<file path="src/hdl/bsm_pkg.sv">
`default_nettype none
package bsm_pkg;

   // frame limits
   localparam int MAX_WIDTH  = 1024;
   localparam int MAX_HEIGHT = 4096;
   localparam int COL_W      = $clog2(MAX_WIDTH);
   localparam int ROW_W      = $clog2(MAX_HEIGHT) + 1;
   localparam int WREG_W     = 11;
   localparam int HREG_W     = 13;
   localparam int LAG_W      = $clog2(2 * MAX_WIDTH + 3);
   localparam int CSR_IDX_W  = 4;
   localparam int CSR_DATA_W = 13;

   // register indexes
   localparam logic [CSR_IDX_W-1:0] CSR_FRAME_COLS = 4'd0;
   localparam logic [CSR_IDX_W-1:0] CSR_FRAME_ROWS = 4'd1;

   // item kinds
   localparam logic REQ_PIXEL = 1'b0;
   localparam logic REQ_FLUSH = 1'b1;

   // reset register values
   localparam logic [WREG_W-1:0] WIDTH_RESET  = 11'd640;
   localparam logic [HREG_W-1:0] HEIGHT_RESET = 13'd480;

   // reciprocal of six, scaled by 2^18
   localparam logic [15:0] RECIP6       = 16'd43691;
   localparam int          RECIP6_SHIFT = 18;

   typedef struct packed {
      logic       req_type;
      logic [7:0] pixel;
   } req_type_type;

   typedef struct packed {
      logic [7:0] magnitude;
      logic       last_of_frame;
   } rsp_type;

   // work for the back end, one per stream step
   typedef struct packed {
      logic             is_pix;
      logic [7:0]       pixel;
      logic [COL_W-1:0] in_col;
      logic             do_blur;
      logic             blur_zero;
      logic [COL_W-1:0] blur_col;
      logic             do_out;
      logic             out_zero;
      logic             last;
   } token_type;

endpackage
`default_nettype wire

</file>
<file path="src/hdl/bsm_queue.sv">
`default_nettype none
module bsm_queue import bsm_pkg::*; (
   input  wire logic      clock,
   input  wire logic      reset,
   input  wire logic      push,
   input  wire token_type push_data,
   output logic           full,
   input  wire logic      pop,
   output token_type      head,
   output logic           empty
);

   token_type  slot_ff [2];
   logic       wr_ptr_ff, rd_ptr_ff;
   logic [1:0] count_ff;
   logic       do_push, do_pop;

   assign full    = (count_ff == 2'd2);
   assign empty   = (count_ff == 2'd0);
   assign head    = slot_ff[rd_ptr_ff];
   assign do_push = push && !full;
   assign do_pop  = pop && !empty;

   // two-entry ring
   always_ff @(posedge clock) begin
      if (do_push) slot_ff[wr_ptr_ff] <= push_data;
   end

   always_ff @(posedge clock) begin
      if (reset) begin
         wr_ptr_ff <= 1'b0;
         rd_ptr_ff <= 1'b0;
         count_ff  <= 2'd0;
      end else begin
         if (do_push) wr_ptr_ff <= !wr_ptr_ff;
         if (do_pop) rd_ptr_ff <= !rd_ptr_ff;
         if (do_push && !do_pop) count_ff <= count_ff + 2'd1;
         else if (do_pop && !do_push) count_ff <= count_ff - 2'd1;
      end
   end

endmodule
`default_nettype wire

</file>
<file path="config.mk">
export PLATFORM = sky130hd
export DESIGN_NAME = bsm_queue
export DESIGN_NICKNAME = d
export VERILOG_FILES = /design/src/hdl/bsm_pkg.sv /design/src/hdl/bsm_queue.sv
export SDC_FILE = /design/constraint.sdc
export NUM_CORES = 1
export LEC_CHECK = 0
export ABC_AREA = 0
export BUFFER_PORTS_ARGS = -buffer_cell sky130_fd_sc_hd__buf_2
export CAP_MARGIN = 20
export CORE_ASPECT_RATIO = 1.75
export CORE_UTILIZATION = 30
export DETAILED_ROUTE_END_ITERATION = 12
export PLACE_DENSITY_LB_ADDON = 0.25
export SYNTH_ARGS = -nofsm -noshare
export SYNTH_HDL_FRONTEND = slang
export SYNTH_SLANG_ARGS = --single-unit
</file>
<file path="constraint.sdc">
create_clock -name clock -period 4.6 [get_ports clock]
set_clock_uncertainty 0.05 [all_clocks]
set_input_delay 0.46 -clock clock [delete_from_list [all_inputs] [get_ports clock]]
set_output_delay 0.46 -clock clock [all_outputs]
set_load 0.03 [all_outputs]
</file>
==> results of run 1 <==
flip-flops by register name, indices dropped and copies added, names as in the netlist, named ones only:
name	flops
slot_ff	68
rd_ptr_ff	1
wr_ptr_ff	1
count_ff	2
power groups by stage:
stage | clock network [mW] | logic (mW) | registers, mW
global route | 0.624 | 0.611 | 0.924
detailed placement | 0 | 0.580 | 0.928
global placement | 0 | 0.581 | 0.922
floorplan | 0 | 0.471 | 0.871
CTS | 0.605 | 0.582 | 0.914
finish | 0.579 | 0.571 | 0.908
worst max path at each step:
| stage | start | to | slack, ns | cells past startpoint |
|---|---|---|---|---|
| after detailed placement | register | head[33] | 2.53 | 2 |
| after global placement | register | head[1] | 2.55 | 2 |
| final | register | head[14] | 2.26 | 2 |
| after floorplan | count_ff[1] | slot_ff[0][0] | 2.61 | 3 |
| after CTS | register | head[33] | 2.18 | 2 |
| after global routing | register | head[1] | 2.13 | 2 |
cell type report:
| type | count | area, um^2 | share of cell area |
|---|---|---|---|
| Sequential cell | 73 | 2140 | 0.627 |
| Timing Repair Buffer | 74 | 373 | 0.109 |
| Inverter | 2 | 7.51 | 0.00220 |
| Multi-Input combinational cell | 52 | 494 | 0.145 |
| Clock inverter | 6 | 26.3 | 0.00769 |
| Tap cell | 117 | 146 | 0.0429 |
| Clock buffer | 9 | 225 | 0.0659 |
routing by layer:
layer | share of wire | GRT usage | vias to the layer above
li1 | - | - | 668
met1 | 0.36 | 0.0990 | 667
met2 | 0.56 | 0.186 | 47
met3 | 0.057 | 0.0381 | 8
met4 | 0.026 | 0.0761 | 0
met5 | 0 | 0 | -
cell usage after synthesis:
library cell	count	area [um^2]
edfxtp_1	68	2040
mux2_2	34	383
dfxtp_1	5	100
nor2_1	5	18.8
o21ai_0	3	15.0
xor2_1	3	26.3
a21oi_1	2	10.0
buf_2	2	10.0
buf_4	2	15.0
inv_1	2	7.51
or3_1	2	12.5
and2_1	1	6.26
ha_1	1	12.5
nor2b_2	1	8.76
through the flow:
step | cell area [um^2] | cells
2_1_floorplan | 2670 | 131
3_3_place_gp | 3160 | 318
3_5_place_dp | 3160 | 318
4_1_cts | 3420 | 333
5_1_grt | 3420 | 333
6_report | 3420 | 333
cell families (layout without fill, tap and decap cells):
group	after synthesis	count (layout)	share of synthesized area
AO/OA/AOI/OAI	5	5	0.00938
XOR/XNOR	3	3	0.00985
adder cells (fa/ha/maj)	1	1	0.00469
buffers and inverters	6	91	0.0122
flip-flops	73	73	0.803
multiplexers	34	34	0.144
AND/OR/NAND/NOR	9	9	0.0174
worst max-delay path: cells and delay by family, from the launching register on:
family | cells | cell delay, ns
flops | 1 | 0.88
mux | 1 | 0.42
buf+inv | 1 | 0.18
==> reports/qor.tcl, run 1 <==
set qor(power.net_switching_mw) 0.656
set qor(worstHoldStart) {push_data[27]}
set qor(grt_setup_unrepaired) {no}
set qor(worstReg2RegStart) {count_ff[0]}
set qor(worst-slew-pin-transition_ns) 0.887
set qor(grt_start_max_net_pins) 35
set qor(area_growth_from_synthesis_to_layout_pct) 28.0
set qor(clk_latency_ns) 0.32
set qor(fp.dieW_um) 73.3
set qor(most-common-layout-cells) {buf_2, edfxtp_1, mux2_2}
set qor(dr.pass1.iters) 3
set qor(synthesis.instances) 131
set qor(synth_nets) 170
set qor(final_gp_congestion) 0.690
set qor(nNetsFinal) 251
set qor(critical_path.cell_chain) {mux2_2 -> buf_2}
set qor(clk_pin_slew_worst_paths_ns) 0.05
set qor(drt_first_iter_violations) 53
set qor(antenna_found_initial) 0
set qor(peakVddDrop_mv) 0.274
set qor(timing.fmax_mhz) 428
set qor(worst_hold_path_type) {primary input to register}
set qor(timing.final.crit_share) 0.508
set qor(port_buffers) 73
set qor(sequential_cell_area_fraction_in_the_yosys_report) 0.803
set qor(overflow) 0
set qor(r2r.worst_path.cells) 3
set qor(seq_power_share) 0.441
set qor(critical_path.endpoint_type) {output port}
set qor(die_area_um2) 9290
set qor(worst_ep_arrival_time_ns) 1.83
set qor(post-route-min-period_ns) 2.34
set qor(maxCapViolations) 0
set qor(dpl_worst_slack_ns) 2.53
set qor(p_int_mw) 1.40
set qor(power.combinational.fraction) 0.278
set qor(setup_violating_endpoint_count_in_the_final_report) 0
set qor(outcome) {finished clean}
set qor(first_global_vias) 1440
set qor(post_cts.repair.setup_buffers) 0
set qor(fp.coreArea_um2) 8670
set qor(first_pass_grt_wire_length_mm) 6.91
set qor(fin_setup_tns_ns) 0
set qor(final_max_slew_viol_count) 0
set qor(detailroute.via_count) 1390
set qor(synthesis_warnings) 0
set qor(regToRegEndpoint) {slot_ff[1][32]}
set qor(post-layout-total-power_mw) 2.06
set qor(row_count) 45
set qor(critPathSlowestCell) {dfxtp_2}
set qor(ff2ff_setup_slack_ns) 2.76
set qor(finalWorstSetupSlack_ns) 2.26
set qor(timing.critical_path.required_ns) 4.09
set qor(holdPathEnd) {slot_ff[0][27]}
set qor(drc_errors) 0
set qor(post_cts_resize_count) 0
set qor(power.switching_fraction) 0.319
set qor(mostFrequentLayoutCell) {buf_2}
set qor(maximum_single_stage_delay_on_the_critical_path_ns) 0.88
set qor(syn_area_um2) 2670
set qor(drt_wl_total_mm) 4.54
set qor(final_layout_size_suffix_gt1_frac) 0.560
set qor(post_synthesis_sequential_element_count) 73
set qor(die-height_um) 127
set qor(floorplan.io_pins) 74
set qor(dpl.hpwl_mm) 2.88
set qor(hold_ws_ns) 0.277
set qor(avgViaCountPerCell) 4.17
set qor(tritoncts) {built}
set qor(avgSynthCellArea_um2) 20.4
set qor(gr-usage-all-layers) 0.107
set qor(timing.final.hold_violations) 0
set qor(critPathMaxFanout) 34
set qor(clockPowerShare) 0.281
set qor(worst-setup-path-type) {register to output port}
set qor(ctsHoldBuffers) 0
set qor(min_delay_path_depth) 1
set qor(antenna_cells_inserted) 0
set qor(h_tree_levels) 3
set qor(detail-route-antenna-nets) 0
set qor(netlist-cell-type-count) 14
set qor(critPathLaunchType) {register}
set qor(power.density_nw_per_um2) 602
set qor(post_drt_wl_per_cell_um) 13.6
set qor(root_buffer_master) {clkbuf_16}
set qor(clk_path_buf_depth) 2
set qor(cts_num_sinks) 73
set qor(initial_utilization) 0.308
set qor(filler_cell_count) 843
set qor(max-slew-margin-rel) 0.409
set qor(numCtsBuffers) 9
set qor(postLayoutCoreUtil) 0.394
set qor(leakage_nw) 1.27
No activity file was read; power rests on OpenSTA's default activity.
==> run 2, diff against run 1 <==
==> constraint.sdc (replaced) <==
create_clock -name clock -period 2.4 [get_ports clock]
set_clock_uncertainty 0.05 [all_clocks]
set_input_delay 0.24 -clock clock [delete_from_list [all_inputs] [get_ports clock]]
set_output_delay 0.24 -clock clock [all_outputs]
set_load 0.03 [all_outputs]
==> run 2 against run 1 <==
  * Setup slack got worse by 1.8 ns
  * Worst hold slack got worse by 0.23 ns
  * Global-route usage increased by 0.57 points
  * Power increased by 110%
  * First-iteration DRC count increased by 1.9%
  * Sequential cell count unchanged
  * Final cell count increased by 1.2%
  * Utilization increased by 1.1 points
  * Non-clock buffer count increased by 3
  * Largest power group unchanged
  * Clock power increased by 140%
  * Critical path depth increased by 1
  * Combinational power increased by 110%
==> reports/qor.tcl, run 2 (synthesis results as in run 1) <==
set qor(power.combinational.fraction) 0.283
set qor(dr.pass1.iters) 4
set qor(leakage_nw) 1.32
set qor(outcome) {finished clean}
set qor(post_cts_resize_count) 0
set qor(timing.critical_path.required_ns) 2.11
set qor(drc_errors) 0
set qor(final-instance-count-excl-fill) 337
set qor(grt_setup_unrepaired) {no}
set qor(power.density_nw_per_um2) 1210
set qor(drt_first_iter_violations) 54
set qor(timing.fmax_mhz) 505
set qor(detail-route-antenna-nets) 0
set qor(detailroute.via_count) 1432
set qor(power.net_switching_mw) 1.32
set qor(mostFrequentLayoutCell) {buf_2}
set qor(antenna_cells_inserted) 0
set qor(initial_utilization) 0.308
set qor(final_gp_congestion) 0.712
set qor(die-height_um) 127
set qor(post-layout-total-power_mw) 4.25
set qor(top_register) {slot_ff}
set qor(min_delay_path_depth) 1
set qor(final_layout_size_suffix_gt1_frac) 0.586
set qor(clk_pin_slew_worst_paths_ns) 0.06
set qor(p_int_mw) 2.93
set qor(most-common-layout-cells) {buf_2, edfxtp_1, mux2_2}
set qor(post_cts.repair.setup_buffers) 0
set qor(fp.coreArea_um2) 8670
set qor(ff2ff_setup_slack_ns) 0.75
set qor(max-slew-margin-rel) 0.721
set qor(dpl_worst_slack_ns) 0.720
set qor(floorplan.io_pins) 74
set qor(first_global_vias) 1533
set qor(clk_path_buf_depth) 2
set qor(avgViaCountPerCell) 4.25
set qor(largest_registers) {slot_ff: 68 flops, count_ff: 2 flops}
set qor(timing.final.crit_share) 0.825
set qor(peakVddDrop_mv) 0.577
set qor(dpl-instance-area_um2) 3200
set qor(drt_wl_total_mm) 4.75
set qor(cts_num_sinks) 73
set qor(holdPathEnd) {slot_ff[1][13]}
set qor(worst_hold_path_type) {primary input to register}
set qor(critPathMaxFanout) 30
set qor(row_count) 45
set qor(r2r.worst_path.cells) 4
set qor(final_area_um2) 3510
set qor(maxCapViolations) 0
set qor(fin_setup_tns_ns) 0
set qor(regToRegEndpoint) {slot_ff[1][26]}
set qor(postLayoutCoreUtil) 0.405
set qor(first_pass_grt_wire_length_mm) 7.33
set qor(gr-usage-all-layers) 0.112
set qor(critPathLaunchType) {register}
set qor(worstReg2RegStart) {count_ff[0]}
set qor(seq_power_share) 0.391
set qor(setup_violating_endpoint_count_in_the_final_report) 0
set qor(numCtsBuffers) 9
set qor(antenna_found_initial) 0
set qor(finalWorstSetupSlack_ns) 0.421
set qor(post_drt_wl_per_cell_um) 14.1
set qor(h_tree_levels) 3
set qor(overflow) 0
set qor(hold_ws_ns) 0.0484
set qor(final_max_slew_viol_count) 0
set qor(grt_start_max_net_pins) 31
set qor(root_buffer_master) {clkbuf_16}
set qor(dpl.hpwl_mm) 3.18
set qor(tritoncts) {built}
set qor(worstHoldStart) {push_data[13]}
set qor(fp.dieW_um) 73.3
set qor(nNetsFinal) 254
set qor(die_area_um2) 9290
set qor(grt_most_used_layer) {met2}
set qor(placed_cells) 321
set qor(port_buffers) 73
set qor(ctsHoldBuffers) 0
set qor(power.switching_fraction) 0.309
set qor(clockPowerShare) 0.325
set qor(largest_register_ffs) 68
set qor(globalRouteMet2Util) 0.199
set qor(worst_ep_arrival_time_ns) 1.69
set qor(clk_latency_ns) 0.33
set qor(grt_use_met1) 0.109
set qor(worst-setup-path-type) {register to output port}
set qor(timing.final.hold_violations) 0
set qor(post-route-min-period_ns) 1.98
set qor(area_growth_from_synthesis_to_layout_pct) 31.6
set qor(worst-slew-pin-transition_ns) 0.419
set qor(use_met3) 0.0326
set qor(critical_path.endpoint_type) {output port}
run 2: worst max-delay path by stage:
stage / start / cells after the start / to / slack, ns
after detailed placement: register / 3 / head[24] / 0.72
after global placement: register / 3 / head[24] / 0.72
after floorplan: count_ff[1] / 3 / slot_ff[0][0] / 0.41
after CTS: register / 3 / head[24] / 0.36
final: register / 3 / head[24] / 0.42
after global routing: register / 3 / head[24] / 0.33
run 2: power by group through the flow:
stage	registers (mW)	clock network (mW)	logic, mW
floorplan	1.67	0	0.903
global placement	1.68	0	1.22
detailed placement	1.69	0	1.23
CTS	1.67	1.42	1.23
global route	1.68	1.47	1.29
finish	1.66	1.38	1.20
run 2: area by class of cell:
cell class | count | area [um^2]
clock buffers | 10 | 229
clock inverters | 6 | 82.6
fillers | 863 | 5160
inverters | 2 | 7.51
multi-input cells | 52 | 494
flip-flops and latches | 73 | 2140
well taps | 117 | 146
repair buffers | 77 | 408
run 2: worst max-delay path, cell delays in order (launching register included):
cell,delay [ns]
dfxtp_2,0.37
buf_4,0.40
mux2_2,0.40
buf_2,0.18
run 2: routing by layer:
metal	wire, um	up-vias
met2	2550	49
met1	1790	703
met4	125	0
met5	0	-
li1	-	671
met3	282	9
