### src/hdl/bsm_pkg.sv
`default_nettype none
package bsm_pkg;

   // frame limits
   localparam int MAX_WIDTH  = 1024;
   localparam int MAX_HEIGHT = 4096;
   localparam int COL_W      = $clog2(MAX_WIDTH);
   localparam int ROW_W      = $clog2(MAX_HEIGHT) + 1;
   localparam int WREG_W     = 11;
   localparam int HREG_W     = 13;
   localparam int LAG_W      = $clog2(2 * MAX_WIDTH + 3);
   localparam int CSR_IDX_W  = 4;
   localparam int CSR_DATA_W = 13;

   // register indexes
   localparam logic [CSR_IDX_W-1:0] CSR_FRAME_COLS = 4'd0;
   localparam logic [CSR_IDX_W-1:0] CSR_FRAME_ROWS = 4'd1;

   // item kinds
   localparam logic REQ_PIXEL = 1'b0;
   localparam logic REQ_FLUSH = 1'b1;

   // reset register values
   localparam logic [WREG_W-1:0] WIDTH_RESET  = 11'd640;
   localparam logic [HREG_W-1:0] HEIGHT_RESET = 13'd480;

   // reciprocal of six, scaled by 2^18
   localparam logic [15:0] RECIP6       = 16'd43691;
   localparam int          RECIP6_SHIFT = 18;

   typedef struct packed {
      logic       req_type;
      logic [7:0] pixel;
   } req_type_type;

   typedef struct packed {
      logic [7:0] magnitude;
      logic       last_of_frame;
   } rsp_type;

   // work for the back end, one per stream step
   typedef struct packed {
      logic             is_pix;
      logic [7:0]       pixel;
      logic [COL_W-1:0] in_col;
      logic             do_blur;
      logic             blur_zero;
      logic [COL_W-1:0] blur_col;
      logic             do_out;
      logic             out_zero;
      logic             last;
   } token_type;

endpackage
`default_nettype wire

### src/hdl/bsm_front.sv
`default_nettype none
module bsm_front import bsm_pkg::*; (
   input  wire logic                  clock,
   input  wire logic                  reset,
   input  wire logic                  req_valid,
   output logic                       req_ready,
   input  wire req_type_type          req_data,
   input  wire logic                  csr_valid,
   output logic                       csr_ready,
   input  wire logic [CSR_IDX_W-1:0]  csr_index,
   input  wire logic [CSR_DATA_W-1:0] csr_wdata,
   output logic                       q_push,
   output token_type                  q_token,
   input  wire logic                  q_full
);

   logic [WREG_W-1:0] width_ff;
   logic [HREG_W-1:0] height_ff;
   logic [COL_W-1:0]  in_col_ff, bx_ff, ox_ff;
   logic [ROW_W-1:0]  in_row_ff, by_ff, oy_ff;
   logic [LAG_W-1:0]  lag_ff;

   logic [WREG_W-1:0] eff_w, w_m1;
   logic [HREG_W-1:0] eff_h, h_m1;
   logic [LAG_W-1:0]  blur_start, out_start;
   logic              accept, input_done, step, blur_act, out_act, last;
   logic              cfg_wr;

   // clamp the frame size
   always_comb begin
      eff_w = width_ff;
      if (width_ff < WREG_W'(3)) eff_w = WREG_W'(3);
      if (width_ff > WREG_W'(MAX_WIDTH)) eff_w = WREG_W'(MAX_WIDTH);
      eff_h = height_ff;
      if (height_ff < HREG_W'(3)) eff_h = HREG_W'(3);
      if (height_ff > HREG_W'(MAX_HEIGHT)) eff_h = HREG_W'(MAX_HEIGHT);
   end

   assign w_m1       = eff_w - WREG_W'(1);
   assign h_m1       = eff_h - HREG_W'(1);
   assign blur_start = LAG_W'(eff_w) + LAG_W'(1);
   assign out_start  = LAG_W'({eff_w, 1'b0}) + LAG_W'(2);

   // classify the item
   assign req_ready  = !q_full;
   assign csr_ready  = 1'b1;
   assign cfg_wr     = csr_valid;
   assign accept     = req_valid && !q_full;
   assign input_done = (ROW_W'(in_row_ff) == ROW_W'(eff_h));
   assign step       = accept && !(req_data.req_type == REQ_FLUSH && !input_done);
   assign blur_act   = (lag_ff >= blur_start) && (ROW_W'(by_ff) != ROW_W'(eff_h));
   assign out_act    = (lag_ff >= out_start);
   assign last       = out_act && (WREG_W'(ox_ff) == w_m1) && (ROW_W'(oy_ff) == ROW_W'(h_m1));

   assign q_push = step;
   always_comb begin
      q_token.is_pix    = !input_done;
      q_token.pixel     = req_data.pixel;
      q_token.in_col    = in_col_ff;
      q_token.do_blur   = blur_act;
      q_token.blur_zero = (by_ff == '0) || (ROW_W'(by_ff) >= ROW_W'(h_m1))
                          || (bx_ff == '0) || (WREG_W'(bx_ff) >= w_m1);
      q_token.blur_col  = bx_ff;
      q_token.do_out    = out_act;
      q_token.out_zero  = (oy_ff == '0) || (ROW_W'(oy_ff) >= ROW_W'(h_m1))
                          || (ox_ff == '0) || (WREG_W'(ox_ff) >= w_m1);
      q_token.last      = last;
   end

   // configuration registers
   always_ff @(posedge clock) begin
      if (reset) begin
         width_ff  <= WIDTH_RESET;
         height_ff <= HEIGHT_RESET;
      end else if (cfg_wr) begin
         if (csr_index == CSR_FRAME_COLS) width_ff <= csr_wdata[WREG_W-1:0];
         if (csr_index == CSR_FRAME_ROWS) height_ff <= csr_wdata[HREG_W-1:0];
      end
   end

   // raster counters
   always_ff @(posedge clock) begin
      if (reset || (cfg_wr && (csr_index == CSR_FRAME_COLS
                               || csr_index == CSR_FRAME_ROWS))
          || (step && last)) begin
         in_col_ff <= '0;
         in_row_ff <= '0;
         bx_ff     <= '0;
         by_ff     <= '0;
         ox_ff     <= '0;
         oy_ff     <= '0;
         lag_ff    <= '0;
      end else if (step) begin
         if (!input_done) begin
            if (WREG_W'(in_col_ff) == w_m1) begin
               in_col_ff <= '0;
               in_row_ff <= in_row_ff + ROW_W'(1);
            end else begin
               in_col_ff <= in_col_ff + COL_W'(1);
            end
         end
         if (!out_act) lag_ff <= lag_ff + LAG_W'(1);
         if (blur_act) begin
            if (WREG_W'(bx_ff) == w_m1) begin
               bx_ff <= '0;
               by_ff <= by_ff + ROW_W'(1);
            end else begin
               bx_ff <= bx_ff + COL_W'(1);
            end
         end
         if (out_act) begin
            if (WREG_W'(ox_ff) == w_m1) begin
               ox_ff <= '0;
               oy_ff <= oy_ff + ROW_W'(1);
            end else begin
               ox_ff <= ox_ff + COL_W'(1);
            end
         end
      end
   end

endmodule
`default_nettype wire

### config.mk
export PLATFORM = sky130hd
export DESIGN_NAME = bsm_front
export DESIGN_NICKNAME = d
export VERILOG_FILES = /design/src/hdl/bsm_pkg.sv /design/src/hdl/bsm_front.sv
export SDC_FILE = /design/constraint.sdc
export NUM_CORES = 1
export LEC_CHECK = 0
export BUFFER_PORTS_ARGS = -buffer_cell sky130_fd_sc_hd__buf_2
export CORE_AREA = 2 2 175 177
export CTS_CLUSTER_DIAMETER = 100
export DETAILED_ROUTE_END_ITERATION = 6
export DIE_AREA = 0 0 177 179
export PLACE_DENSITY = 0.42
export RECOVER_POWER = 50
export REMOVE_ABC_BUFFERS = 1
export SLEW_MARGIN = 10
export SYNTH_ARGS = -nofsm -noshare
export SYNTH_HDL_FRONTEND = slang
export SYNTH_SLANG_ARGS = --single-unit
### constraint.sdc
create_clock -name clock -period 6.13 [get_ports clock]
set_clock_uncertainty 0.15 [all_clocks]
set_input_delay 0.3065 -clock clock [delete_from_list [all_inputs] [get_ports clock]]
set_output_delay 0.3065 -clock clock [all_outputs]
set_load 0.005 [all_outputs]
==> flow_summary.yaml, run 1 <==
routing:
  wl_per_cell_microns: 19.60
  drc: 0
  drt-vias-per-instance: 5.493
  first_iter_violations: 548
  drt_pre_antenna_iters: 5
  drtAntennaViolNets: 0
  dr_total_vias: 8339
  wirelength_microns: 29750
worst_setup_path:
  worstPathCellList: "or4_1 -> nor3_1 -> o21ai_0 -> ha_1 -> o21ai_1 -> or3_1 -> a31oi_1 -> ha_1 -> o21a_1 -> o211ai_1 -> o31a_1 -> maj3_1 -> maj3_1 -> o21ai_0 -> buf_2"
  crit_buf_inv: 1
  path_class: "flop to primary output"
  r2r_start: "width_ff[3]"
  max_stage_delay_ps: 580
  cp-end-kind: "primary output"
  cp_max_fo: 12
  cpLargestDelayFamily: "compound AO/OA/AOI/OAI gates"
  startpoint_type: "flop"
  reg2reg_depth: 14
  slowest_stage: "dfxtp_1"
  r2r_setup_slack_ps: 580
  crit_cells: 15
  crit_required_ps: 5670
  crit_arrival_ps: 5210
  r2r_end: "by_ff[12]"
cts:
  cts_buffers: 9
  cts_sinks: 105
  cts.path.max_buffers: 2
  cts_setup_buffers: 0
  cts_tree: "yes"
  ctsResizeCount: 0
  cts.hold.buffers_added: 0
  clk_pin_slew_ps: 90
  cts_root_buf: "clkbuf_16"
  htreeDepth: 3
  clock_latency_ps: 370
floorplan:
  die_h_microns: 179
  fp-row-count: 64
  fp.dieW_microns: 177
  die_area_sq_um: 31680
  initial_core_util: 0.2837
  coreArea_sq_um: 30030
  num_io_pins: 68
synth:
  netlist-cell-type-count: 80
  synthTopCellsByArea: "dfxtp_1 (25%), ha_1 (12%), nor2_1 (4.8%), a21oi_1 (4.5%), xnor2_1 (4.3%)"
  synth_most_common_cell: "nor2_1"
  yosysTopAreaCell: "dfxtp_1"
  syn_avg_cell_area_sq_um: 7.738
  syn_inst: 1101
  synth_seq_area_share: 0.2467
  yosys_register_bits: 105
  synth_area_sq_um: 8519
  async_reset_ff_frac: 0
  netlist.area_leader.share: 0.2467
  yosysWarnings: 0
  ys.flop_type: "dfxtp_1"
  synth_enable_flop_cells: 0
  yosys-top-cells-count: "nor2_1 (108), dfxtp_1 (105), nand2_1 (88), ha_1 (79), a21oi_1 (76)"
pwr:
  p_total_uw: 1453
  clkPwrFrac: 0.447
  p_int_uw: 1051
  p_comb_frac: 0.078
  ir_drop_v: 0.00009574
  power.density_nw_per_um2: 154.6
  seqPwrFrac: 0.475
  p_sw_uw: 402.0
  leakagePower_uw: 0.003537
  switching_share: 0.2768
global_routing:
  grt_pass1_vias: 8072
  antenna_found_initial: 0
  grt_max_degree: 32
  grt_usage: 0.1925
  grt_pass1_wl_microns: 47380
  grt_overflow_total: 0
final_layout:
  nets: 1227
  drive_gt1_frac: 0.07932
  instances_no_fill: 1518
  diodes: 0
  stdcell_area_sq_um: 9395
  syn_to_final_growth_pct: 10.28
sta:
  finalSetupViolations: 0
  whs_ps: 14.86
  fin_crit_sh: 0.9245
  max_freq_mhz: 176.4
  grt_setup_unrepaired: "false"
  tightest_slew_ps: 1016
  hold_viol_final: 0
  final.setup.tns_ps: 0
  relSlewSlack: 0.3197
  fin_crit_ps: 5667
  drv_slew: 0
place:
  dp_hpwl_microns: 22600
  place_congestion: 0.8797
  post_dp_cell_area_sq_um: 9120
  portBuffers: 50
  placedCellCount: 1502
status:
  outcome: "finished clean"
worst_hold_path:
  hold_class: "primary input to flop"
  min_delay_path_depth: 3
  worstHoldEndpoint: "height_ff[12]"
  worstHoldStart: "csr_wdata[12]"
flow_run:
  drv_cap: 0
[power groups by stage]
stage | clock network [uW] | registers, uW | logic, uW
final | 649 | 690 | 114
after global placement | 0 | 706 | 115
after detailed placement | 0 | 706 | 114
after floorplan | 0 | 705 | 62.7
after CTS | 670 | 690 | 115
after global routing | 695 | 691 | 126
[cell families after synthesis]
family,Yosys count,synth area share
AOI/OAI and AO/OA,249,0.1969
adders and majority gates,82,0.1195
muxes,17,0.02012
DFF,105,0.2467
other,1,0.0004402
and+or+nand+nor,477,0.2984
buffers and inverters,114,0.05860
xor gates and xnor gates,56,0.05919
[worst max-delay path by stage]
| stage | start | to | slack, ps |
|---|---|---|---|
| 6_report | height_ff[5] | q_token[13] | 460 |
| 5_1_grt | width_ff[3] | q_token[0] | 20 |
| 4_1_cts | width_ff[3] | q_token[0] | 450 |
| 3_5_place_dp | width_ff[3] | by_ff[8] | 540 |
| 3_3_place_gp | width_ff[3] | in_row_ff[8] | 750 |
| 2_1_floorplan | width_ff[6] | in_row_ff[0] | 690 |
[cell type report]
cell class / instances / area [sq um]
fill: 3294 / 20630
multi-input combinational: 883 / 5916
sequential: 105 / 2102
tap: 396 / 495.5
timing repair buffer: 68 / 385.4
clock buffer: 9 / 225.2
inverter: 50 / 187.7
clock inverter: 7 / 83.83
[through the flow]
stage,worst slack [ps],utilization
finish,462.5,0.3129
global route,15.10,0.3129
CTS,448.9,0.3140
detailed placement,537.3,0.3037
global placement,746.4,0.3037
floorplan,686.5,-
[placed cells by master, fill, tap and decap left out, types with 26 or more instances in the layout]
cell       n
xnor2_1   42
dfxtp_1  105
a21oi_1   76
nand2_1   87
nand3_1   45
nand4_1   34
nor3_1    29
nor2_1   108
o31ai_1   26
or4_1     34
inv_1     47
ha_1      79
o21ai_0   44
buf_2     36
[tightest hold or removal path, delay by kind of cell]
| family | cells | cell delay, ps |
|---|---|---|
| AND/OR/NAND/NOR | 1 | 40 |
| AO/OA/AOI/OAI | 1 | 50 |
| buffers and inverters | 1 | 90 |
[sequential cells by signal, summed over array words and instances, names as in the netlist]
signal     count
by_ff         13
height_ff     13
in_row_ff     13
oy_ff         13
lag_ff        12
width_ff      11
bx_ff         10
in_col_ff     10
ox_ff         10
[routing by layer]
metal,up-vias,track usage,wire (microns)
met5,-,0,0
met4,0,0.05751,507
met3,29,0.02396,1187
met2,191,0.3063,13260
met1,4012,0.2705,14800
li1,4107,-,-
No activity file was read; power rests on OpenSTA's default activity.
==> run 2, diff against run 1 <==
CELL_PAD_IN_SITES_DETAIL_PLACEMENT = 0   (was default)
CELL_PAD_IN_SITES_GLOBAL_PLACEMENT = 1   (was default)
CTS_CLUSTER_SIZE = 28   (was default)
GPL_TIMING_DRIVEN = 0   (was default)
PLACE_DENSITY = 0.53   (was 0.42)
==> run 2 against run 1 <==
- cell area is 0.57% lower
- clock-buffer cell count stayed put
- core utilization is 0.18 points lower
- critical path depth stayed put
- global-route usage is 0.30 points lower
- maximum frequency is 0.66% lower
- largest cell class unchanged
- sequential share of layout area is 0.18 points higher
- combinational power is 8% lower
- total power is 0.28% lower
==> flow_summary.yaml, run 2 (synthesis results as in run 1) <==
global_routing:
  grt_overflow_total: 0
  grt_max_degree: 61
  grt_usage: 0.1895
  grt_pass1_vias: 7732
  antenna_found_initial: 0
  grt_pass1_wl_microns: 46480
final_layout:
  drive_gt1_frac: 0.08311
  utilization: 0.3111
  stdcell_area_sq_um: 9341
  final_cell_mix: "nor2_1 (108), dfxtp_1 (101), nand2_1 (87), ha_1 (78), a21oi_1 (76)"
  nets: 1212
  final_common_cell: "nor2_1"
  diodes: 0
  syn_to_final_growth_pct: 9.649
  fill_cells: 3285
cts:
  cts_root_buf: "clkbuf_16"
  clk_pin_slew_ps: 90
  cts.path.max_buffers: 2
  ctsResizeCount: 4
  cts_tree: "yes"
  htreeDepth: 3
  cts_buffers: 9
  cts_setup_buffers: 0
  cts_sinks: 105
  clock_latency_ps: 380
  cts.hold.buffers_added: 0
sta:
  worst_slack_ps: 424.9
  max_freq_mhz: 175.3
  hold_viol_final: 0
  fin_crit_ps: 5705
  tightest_slew_ps: 1461
  fin_crit_sh: 0.9307
  finalSetupViolations: 0
  relSlewSlack: 0.02421
  grt_setup_unrepaired: "false"
  drv_slew: 0
routing:
  dr_total_vias: 8252
  wl_per_cell_microns: 19.68
  drt_pre_antenna_iters: 5
  wirelength_microns: 29580
  drtAntennaViolNets: 0
  first_iter_violations: 511
  drc: 0
  drt-vias-per-instance: 5.490
place:
  dp_hpwl_microns: 22350
  place_congestion: 0.8558
  post_dp_cell_area_sq_um: 9024
  dp_slack_ps: -357.7
  portBuffers: 50
worst_setup_path:
  cp-end-kind: "flop"
  startpoint_type: "flop"
  crit_required_ps: 6220
  cp_max_fo: 60
  path_class: "flop to flop"
  reg2reg_depth: 15
  crit_arrival_ps: 5790
floorplan:
  fp.dieW_microns: 177
  initial_core_util: 0.2837
  die_area_sq_um: 31680
  fp-row-count: 64
  die_h_microns: 179
  num_io_pins: 68
  coreArea_sq_um: 30030
worst_hold_path:
  hold_class: "primary input to flop"
  min_delay_path_depth: 3
pwr:
  power.density_nw_per_um2: 155.1
  leakagePower_uw: 0.003485
  ir_drop_v: 0.0001327
status:
  outcome: "finished clean"
flow_run:
  drv_cap: 0
run 2: changes by cell type in the layout (fill, tap and decap cells not counted), moves of 2 or more:
cell / before / now
dfxtp_1: 105 / 101
buf_12: 2 / 0
buf_4: 14 / 2
buf_2: 36 / 41
clkinvlp_4: 0 / 2
o21ai_2: 0 / 2
clkbuf_1: 16 / 8
dfxtp_2: 0 / 4
run 2: worst max-delay path, cell delays in order, from the launching register on:
cell and delay [ps]:
dfxtp_1 470, or4_1 640, nor2_1 250, nor2_1 90, nor2_1 190, inv_1 90, ha_2 310, xnor2_1 510
ha_1 230, nand4_1 150, nor4_2 500, buf_4 250, o211ai_1 250, or4_1 690, nand2_4 630, nor2_1 100
run 2: path summary, 6_finish.rpt:
path,slack [ps],startpoint,end
worst min-delay path,10,csr_wdata[11],height_ff[11]
worst max register to register,420,width_ff[6],in_row_ff[7]
worst min register to register,360,oy_ff[12],oy_ff[12]
worst max-delay path,420,width_ff[6],in_row_ff[7]
run 2: stage by stage:
stage	setup TNS (ps)	instances	hold slack, ps	power [uW]
6_report	0	1503	11.47	1449
5_1_grt	0	1503	19.39	1500
4_1_cts	0	1503	3.623	1464
3_5_place_dp	-21520	1487	348.2	814.0
3_3_place_gp	-197370	1484	337.3	812.1
2_1_floorplan	0	1038	225.6	767.8
run 2: area by class of cell:
class	instances	area, sq um	share of cell area
well taps	396	495.5	0.05304
repair buffers	53	281.5	0.03014
inverters	50	191.4	0.02049
flip-flops and latches	105	2107	0.2256
clock buffers	9	225.2	0.02411
multi-input cells	883	5953	0.6373
clock inverters	7	87.58	0.009376
run 2: metal layers:
layer / share of wire / GRT usage / vias up
li1: - / - / 4087
met1: 0.50 / 0.2640 / 3998
met4: 0.016 / 0.05269 / 0
met2: 0.46 / 0.3067 / 144
met3: 0.028 / 0.02332 / 23
met5: 0 / 0 / -
run 2: power breakdown:
group	switching (uW)	total [uW]	internal [uW]
clock	324	651	327
combinational	69.1	105	36.1
sequential	8.47	693	684
==> run 3, diff against run 2 <==
GPL_TIMING_DRIVEN = default   (was 0)
PLACE_DENSITY = 0.56   (was 0.53)
==> run 3 against run 2 <==
- register-to-register slack gained 190 ps
- critical path depth stayed put
- sequential share of layout area fell by 0.25 points
- global-route usage up 0.45 points
- highest routed layer unchanged
==> flow_summary.yaml, run 3 (synthesis results as in run 1) <==
routing:
  drt_pre_antenna_iters: 5
  drt-vias-per-instance: 5.512
  wl_per_cell_microns: 20.04
  first_iter_violations: 511
  wirelength_microns: 30520
  dr_total_vias: 8395
  drtAntennaViolNets: 0
  drc: 0
sta:
  hold_viol_final: 0
  final.setup.tns_ps: 0
  grt_setup_unrepaired: "false"
  finalSetupViolations: 0
  fin_crit_ps: 5516
  tightest_slew_ps: 1045
  fin_crit_sh: 0.8999
  max_freq_mhz: 181.3
  drv_slew: 0
  relSlewSlack: 0.3003
final_layout:
  drive_gt1_frac: 0.09139
  final_common_cell: "nor2_1"
  utilization: 0.3139
  syn_to_final_growth_pct: 10.63
  fill_cells: 3273
  diodes: 0
  seq_area_sq_um: 2102
  final_cell_mix: "nor2_1 (108), dfxtp_1 (105), nand2_1 (87), ha_1 (79), a21oi_1 (76)"
  nets: 1232
  instances_no_fill: 1523
  multi_input_area_sq_um: 5919
floorplan:
  initial_core_util: 0.2837
  num_io_pins: 68
  die_area_sq_um: 31680
  fp.dieW_microns: 177
  coreArea_sq_um: 30030
  fp-row-count: 64
  die_h_microns: 179
pwr:
  seqPwrFrac: 0.480
  p_sw_uw: 415.8
  clkPwrFrac: 0.442
  leakagePower_uw: 0.003581
  power.density_nw_per_um2: 152.4
  ir_drop_v: 0.0001278
  p_int_uw: 1020
  p_comb_frac: 0.078
  p_total_uw: 1436
  switching_share: 0.2895
worst_setup_path:
  worstPathCellList: "or4_1 -> nor2_1 -> o21ai_1 -> ha_1 -> nand3_1 -> a21oi_1 -> ha_1 -> nand3_1 -> nor4_1 -> buf_4 -> o211ai_1 -> or4_1 -> nand2_2 -> buf_12 -> a311oi_1"
  crit_buf_inv: 2
  crit_required_ps: 6230
  cpLargestDelayFamily: "simple AND/OR/NAND/NOR gates"
  slowest_stage: "ha_1"
  crit_arrival_ps: 5620
  max_stage_delay_ps: 700
  startpoint_type: "flop"
  crit_cells: 15
  cp_max_fo: 44
  reg2reg_depth: 15
  path_class: "flop to flop"
  cp-end-kind: "flop"
global_routing:
  busiest_layer: "met2"
  grt_usage: 0.1940
  antenna_found_initial: 0
  grt_max_degree: 45
  grt_use_met2: 0.3294
  grt_pass1_vias: 8019
  grt_use_met1: 0.2532
  grt_pass1_wl_microns: 47270
  use_met3: 0.02672
  grt_overflow_total: 0
status:
  outcome: "finished clean"
worst_hold_path:
  hold_class: "primary input to flop"
  min_delay_path_depth: 3
place:
  placedCellCount: 1507
  dp_hpwl_microns: 23380
  portBuffers: 50
  place_congestion: 0.8630
cts:
  ctsResizeCount: 0
  clock_latency_ps: 380
  cts.hold.buffers_added: 0
  cts.path.max_buffers: 2
  cts_root_buf: "clkbuf_16"
  clk_pin_slew_ps: 100
  cts_setup_buffers: 0
  cts_sinks: 105
  htreeDepth: 3
  cts_tree: "yes"
  cts_buffers: 9
flow_run:
  drv_cap: 0
-- run 3: final cells by class --
cell class	instances	share of cell area
multi-input combinational	883	0.6280
inverter	50	0.01991
timing repair buffer	73	0.04460
sequential	105	0.2230
clock buffer	10	0.02536
tap	396	0.05257
clock inverter	6	0.006505
-- run 3: power groups by stage --
stage	Sequential (uW)	Combinational [uW]	Clock [uW]
2_1_floorplan	705	62.7	0
3_3_place_gp	705	113	0
3_5_place_dp	705	112	0
4_1_cts	689	113	651
5_1_grt	690	123	667
6_report	689	112	634
-- run 3: layer usage --
metal  vias up  wire length, microns
met3        48                  1057
met5         -                     0
met1      4031                 14230
li1       4120                     -
met2       196                 14460
met4         0                   775
-- run 3: worst min-delay path, delay by kind of cell --
kind	cells	cell delay, ps
buf+inv	1	90
simple gates	1	50
compound gates	1	50
-- run 3: worst paths after layout --
path	startpoint	end	slack, ps
hold / removal	csr_wdata[11]	height_ff[11]	10
setup / recovery	width_ff[6]	ox_ff[0]	610
hold reg to reg	by_ff[11]	by_ff[11]	360
setup reg to reg	width_ff[6]	ox_ff[0]	610
-- run 3: per-stage QoR --
stage               hold slack (ps)  instance area, sq um  setup slack [ps]
global placement              345.5                  9145             751.8
CTS                           3.612                  9445             638.3
detailed placement            343.7                  9145             670.2
finish                        12.48                  9425             613.6
global route                  45.97                  9425             221.9
floorplan                     225.6                  8212             686.5
